### src/hdl/svs_pkg.sv
// Shared types for the sorted value set: request and status codes,
// and the command word broadcast to the cell row. No dependencies.
package svs_pkg;

  typedef enum logic [1:0] {
    REQ_INSERT = 2'd0,
    REQ_FIND   = 2'd1,
    REQ_ERASE  = 2'd2
  } req_t;

  typedef enum logic [1:0] {
    ST_OK    = 2'd0,
    ST_FULL  = 2'd1,
    ST_RANGE = 2'd2
  } status_t;

  typedef struct packed {
    logic               ins_en;
    logic               del_en;
    logic signed [15:0] value;
  } svs_cmd_t;

endpackage

### src/hdl/svs_cell.sv
// One storage cell of the sorted value set: holds one entry, compares it
// against the broadcast value and shifts with its neighbors. Uses svs_pkg.
module svs_cell (
  input  logic                  clk,
  input  svs_pkg::svs_cmd_t     cmd,
  input  logic                  valid,
  input  logic                  after_pos,
  input  logic                  open_left,
  input  logic                  eq_left,
  input  logic signed [15:0]    entry_left,
  input  logic signed [15:0]    entry_right,
  output logic signed [15:0]    entry,
  output logic                  open_slot,
  output logic                  eq,
  output logic                  ins_first,
  output logic                  find_first
);
  import svs_pkg::*;

  assign open_slot  = !valid || (entry > cmd.value);
  assign eq         = valid && (entry == cmd.value);
  assign ins_first  = open_slot && !open_left;
  assign find_first = eq && !eq_left;

  always_ff @(posedge clk) begin
    if (cmd.ins_en) begin
      if (open_left) begin
        entry <= entry_left;
      end else if (open_slot) begin
        entry <= cmd.value;
      end
    end else if (cmd.del_en && after_pos) begin
      entry <= entry_right;
    end
  end

endmodule

### src/hdl/sorted_value_set.sv
// Top level of the sorted value set: a row of svs_cell entries, the count
// register and the output register. Uses svs_pkg and svs_cell.
//
//   channel | dir | handshake          | payload
//   s_      | in  | s_tvalid/s_tready  | tuser: req_type; tdata: value, position
//   m_      | out | m_tvalid/m_tready  | tdata: status, hit, result_index, entry_count
//
// Every request is handled by all cells at once: they compare and shift in parallel.
// The result is registered and appears the cycle after acceptance.
// s_tready is high while the output register is empty or being drained.
// Reset clears the count and the output valid; entry contents are not cleared.
module sorted_value_set #(
  parameter int CAPACITY = 16
) (
  input  logic        clk,
  input  logic        rst,
  input  logic        s_tvalid,
  output logic        s_tready,
  input  logic [23:0] s_tdata,   // [15:0] value, [19:16] position, [23:20] zero
  input  logic [1:0]  s_tuser,   // [1:0] req_type
  output logic        m_tvalid,
  input  logic        m_tready,
  output logic [15:0] m_tdata    // [1:0] status, [2] hit, [7:3] result_index,
                                 // [12:8] entry_count, [15:13] zero
);
  import svs_pkg::*;

  localparam int CW = $clog2(CAPACITY + 1);

  logic [CW-1:0]      count;
  logic [CW-1:0]      count_next;
  logic               fire;
  req_t               req;
  logic signed [15:0] value;
  logic [3:0]         position;
  logic [CW+3:0]      pos_x;
  logic               full;
  logic               range_err;
  svs_cmd_t           cmd;

  logic signed [15:0] entry      [CAPACITY];
  logic [CAPACITY-1:0] open_slot;
  logic [CAPACITY-1:0] eq;
  logic [CAPACITY-1:0] ins_first;
  logic [CAPACITY-1:0] find_first;

  logic [CW-1:0]      slot_idx;
  logic [CW-1:0]      find_idx;
  status_t            status;
  logic               hit;
  logic [CW-1:0]      idx;
  logic [CW+4:0]      idx_x;
  logic [CW+4:0]      cnt_x;

  assign s_tready = !m_tvalid || m_tready;
  assign fire     = s_tvalid && s_tready;
  assign req      = req_t'(s_tuser);
  assign value    = s_tdata[15:0];
  assign position = s_tdata[19:16];
  assign pos_x    = (CW+4)'(position);

  assign full      = count >= CW'(CAPACITY);
  assign range_err = pos_x >= (CW+4)'(count);

  assign cmd.ins_en = fire && (req == REQ_INSERT) && !full;
  assign cmd.del_en = fire && (req == REQ_ERASE) && !range_err;
  assign cmd.value  = value;

  for (genvar i = 0; i < CAPACITY; i++) begin : g_cell
    logic               open_left;
    logic               eq_left;
    logic signed [15:0] entry_left;
    logic signed [15:0] entry_right;

    if (i == 0) begin : g_first
      assign open_left  = 1'b0;
      assign eq_left    = 1'b0;
      assign entry_left = value;
    end else begin : g_mid
      assign open_left  = open_slot[i-1];
      assign eq_left    = eq[i-1];
      assign entry_left = entry[i-1];
    end

    if (i == CAPACITY - 1) begin : g_last
      assign entry_right = entry[i];
    end else begin : g_inner
      assign entry_right = entry[i+1];
    end

    svs_cell u_cell (
      .clk         (clk),
      .cmd         (cmd),
      .valid       (CW'(i) < count),
      .after_pos   ((CW+4)'(i) >= pos_x),
      .open_left   (open_left),
      .eq_left     (eq_left),
      .entry_left  (entry_left),
      .entry_right (entry_right),
      .entry       (entry[i]),
      .open_slot   (open_slot[i]),
      .eq          (eq[i]),
      .ins_first   (ins_first[i]),
      .find_first  (find_first[i])
    );
  end

  always_comb begin
    slot_idx = '0;
    find_idx = '0;
    for (int i = 0; i < CAPACITY; i++) begin
      if (ins_first[i]) slot_idx = slot_idx | CW'(i);
      if (find_first[i]) find_idx = find_idx | CW'(i);
    end
  end

  always_comb begin
    status     = ST_OK;
    hit        = 1'b0;
    idx        = '0;
    count_next = count;
    unique case (req)
      REQ_INSERT: begin
        if (full) begin
          status = ST_FULL;
          idx    = count;
        end else begin
          idx        = slot_idx;
          count_next = count + CW'(1);
        end
      end
      REQ_FIND: begin
        hit = |eq;
        idx = hit ? find_idx : count;
      end
      REQ_ERASE: begin
        idx = CW'(pos_x);
        if (range_err) begin
          status = ST_RANGE;
        end else begin
          count_next = count - CW'(1);
        end
      end
      default: begin
      end
    endcase
  end

  assign idx_x = (CW+5)'(position) & {(CW+5){req == REQ_ERASE}}
               | (CW+5)'(idx) & {(CW+5){req != REQ_ERASE}};
  assign cnt_x = (CW+5)'(count_next);

  always_ff @(posedge clk) begin
    if (rst) begin
      count    <= '0;
      m_tvalid <= 1'b0;
    end else begin
      if (fire) begin
        count    <= count_next;
        m_tvalid <= 1'b1;
      end else if (m_tready) begin
        m_tvalid <= 1'b0;
      end
    end
  end

  always_ff @(posedge clk) begin
    if (fire) begin
      m_tdata <= {3'b000, cnt_x[4:0], idx_x[4:0], hit, status};
    end
  end

endmodule

### config.mk
export PLATFORM = sky130hd
export DESIGN_NAME = sorted_value_set
export DESIGN_NICKNAME = d
export VERILOG_FILES = /design/src/hdl/svs_pkg.sv /design/src/hdl/svs_cell.sv /design/src/hdl/sorted_value_set.sv
export SDC_FILE = /design/constraint.sdc
export NUM_CORES = 1
export LEC_CHECK = 0
export BUFFER_PORTS_ARGS = -buffer_cell sky130_fd_sc_hd__clkbuf_2
export CAP_MARGIN = 15
export CORE_MARGIN = 4
export CORE_UTILIZATION = 30
export CTS_CLUSTER_DIAMETER = 120
export DETAILED_ROUTE_END_ITERATION = 16
export MAX_ROUTING_LAYER = met4
export SYNTH_ARGS = -nofsm -noshare
export SYNTH_HDL_FRONTEND = slang
export SYNTH_SLANG_ARGS = --single-unit
### constraint.sdc
create_clock -name clk -period 5.56 [get_ports clk]
set_input_delay 0.278 -clock clk [delete_from_list [all_inputs] [get_ports clk]]
set_output_delay 0.278 -clock clk [all_outputs]
set_load 0.05 [all_outputs]
==> results.txt <==
outcome: finished, final reports clean
DIE HEIGHT: 269 um
fraction of layout cells with a size suffix above 1: 9.70%
WP data required: 5790 ps
RSZ-0062 raised after global routing: false
Seq/Total Area, Yosys: 40.2%
Layout fillers: 6,776
Synth Warn #: 0
IO Pins: 48
CP Max Fanout: 12
Max Clk Rate: 0.240 GHz
Area contributors post-synth: edfxtp_1 40%, ha_1 16%, mux2i_1 8.1%
Reg clk slew, reported paths: 60 ps
most frequent cells in the layout: 338 x nand2_1, 269 x edfxtp_1, 263 x ha_1
Clock Latency Late Sink: 540 ps
Die W: 269 um
Pwr Total: 5.57 mW
highest metal used: met4
initial antenna violation count: 1
GP Congestion: 0.932
total CTS buffers: 34
Post-DP Area: 21,800 sq um
post-CTS setup buffer count: 0
final worst-path cycle share: 75.0%
HP Class: in2reg
Startpoint Class: flop
Detailed Routing Iterations Pass 1: 7
slew of the pin with the lowest slew margin: 1130 ps
Placeable Area: 67,300 sq um
P per Cell Area: 244 nW/um^2
Crit Path Class: reg2reg
max-slew violations: 0
min cycle time layout: 4170 ps
Max H-tree Level: 2
FP Rows: 95
CTS tree: yes
Final setup viols: 0
Initial Util: 30.3%
area share of the largest cell type after synthesis: 39.6%
DR WL/cell: 20.6 um
nets@finish: 2,431
Design Area, Final: 22,800 sq um
Post-CTS Resized: 0
Routed Antenna Nets: 0
DRC violations left: 0
number of distinct library cells after synthesis: 85
Hold Crit Start: rst
Post-Syn Area: 20,400 sq um
I/O Buffers: 40
EDFF count, synth: 269
area grow syn2layout: 12.1%
Clock Skews: 19.2 ps
number of global-route vias before repair: 17,300
largest area contributor in the netlist: edfxtp_1
GR Overflow Total: 0
1st-iter DRT viols: 1,185
CP Capture Type: flop
fin util: 33.9%
Root Driver: clkbuf_16
Finished Layout Cells: 3,038
Syn Inst Count: 2,110
Vias/cell: 5.54
first-pass GRT wire length: 97,600 um
Die ar.: 72,100 sq um
DR WL met3: 3060 um
crit path launch: count[1]
Lkg Pwr: 9.20 nW
ys async rst share: 0%
ys flop type: edfxtp_1
# Max-Cap Violations: 0
syn_area_per_cell: 9.66 sq um
clk sink count: 275
final count of hold timing violations: 0
Peak supply drop: 0.170 mV
post-DP HPWL: 47,600 um
largest net degree at the start of global routing: 249
Arr. time, crit path: 4400 ps
DRT Wirelength: 62,400 um
detailed-route via count: 16,800
Worst slew margin: 24.5%
GRT Total Usage: 17.6%
Yosys reg bits: 275
placed cell count: 2,974
worst reg2reg path startpoint: count[1]
most common cell after layout, fill and taps aside: nand2_1
routed wl met2: 30,000 um
Max clock buf depth: 3
M1 wire length: 26,400 um
Setup TNS Final: 0 ps
## routing by layer
metal,global-route usage (%),up-vias
met5,-,-
met4,7.76,0
met3,2.16,154
met2,29.6,494
met1,21.4,8234
li1,-,7942
## metrics by stage
step	worst slack [ps]	hold slack [ps]
4_1_cts	1370	14.1
5_1_grt	1160	33.2
6_report	1390	22.4
3_3_place_gp	1140	513
2_1_floorplan	1010	347
3_5_place_dp	1070	522
## synthesized netlist by cell type (all sizes together), types with 14 or more instances
master  instances
mux2           17
nor2          132
o21a           15
a21oi         135
nor3           14
nor2b          16
nand2         338
a31oi          46
nand3          15
inv            59
clkbuf         57
a21o           42
ha            263
nand4          52
edfxtp        269
mux2i         164
buf            58
o21ai         257
## sequential cells by signal, summed over array words and instances, names as in the netlist
register and count:
g_cell.u_cell.entry 256, m_tdata 13, count 5, m_tvalid 1
## logic make-up after synthesis
| group | synth area share [%] |
|---|---|
| compound gates | 16.6 |
| buf+inv | 3.76 |
| fa+ha+maj | 16.2 |
| simple gates | 14.0 |
| other cells | 0.0184 |
| mux | 9.01 |
| xor+xnor | 0.258 |
| flops | 40.2 |
## layout make-up
cell class	instances	area (sq um)	share of cell area, %
clock inverters	17	154	0.674
flip-flops and latches	275	8200	35.9
inverters	61	230	1.01
diodes	1	2.50	0.0110
clock buffers	45	913	4.00
well taps	873	1090	4.78
multi-input cells	1661	11500	50.5
repair buffers	105	703	3.08
## power breakdown
part | switching [mW] | total [mW] | internal (mW) | leakage, nW
Combinational | 0.606 | 0.931 | 0.325 | 6.16
Sequential | 0.0718 | 2.46 | 2.39 | 2.53
Clock | 0.919 | 2.18 | 1.26 | 0.521
## repair_timing
item,CTS,global route
setup endpoints to repair,0,0
hold buffers,1,0
endpoints found under the hold margin,1,0
## path summary, 6_finish.rpt
kind                               endpoint  slack [ps]  cells after the start
setup / recovery  g_cell[8].u_cell.entry[7]        1390                     11
hold / removal                     count[0]          20                      2
setup reg to reg  g_cell[8].u_cell.entry[7]        1390                     11
hold reg to reg                    m_tvalid         530                      2
## critical path: stages (launching register included)
cell,delay (ps)
dfxtp_1,640
inv_1,210
ha_1,330
a21o_1,170
a21oi_1,140
nor2b_1,60
o21ai_1,470
nand3_1,380
or2_2,480
o21ai_0,180
a21boi_1,480
buf_4,320
No activity file was read; power rests on OpenSTA's default activity.
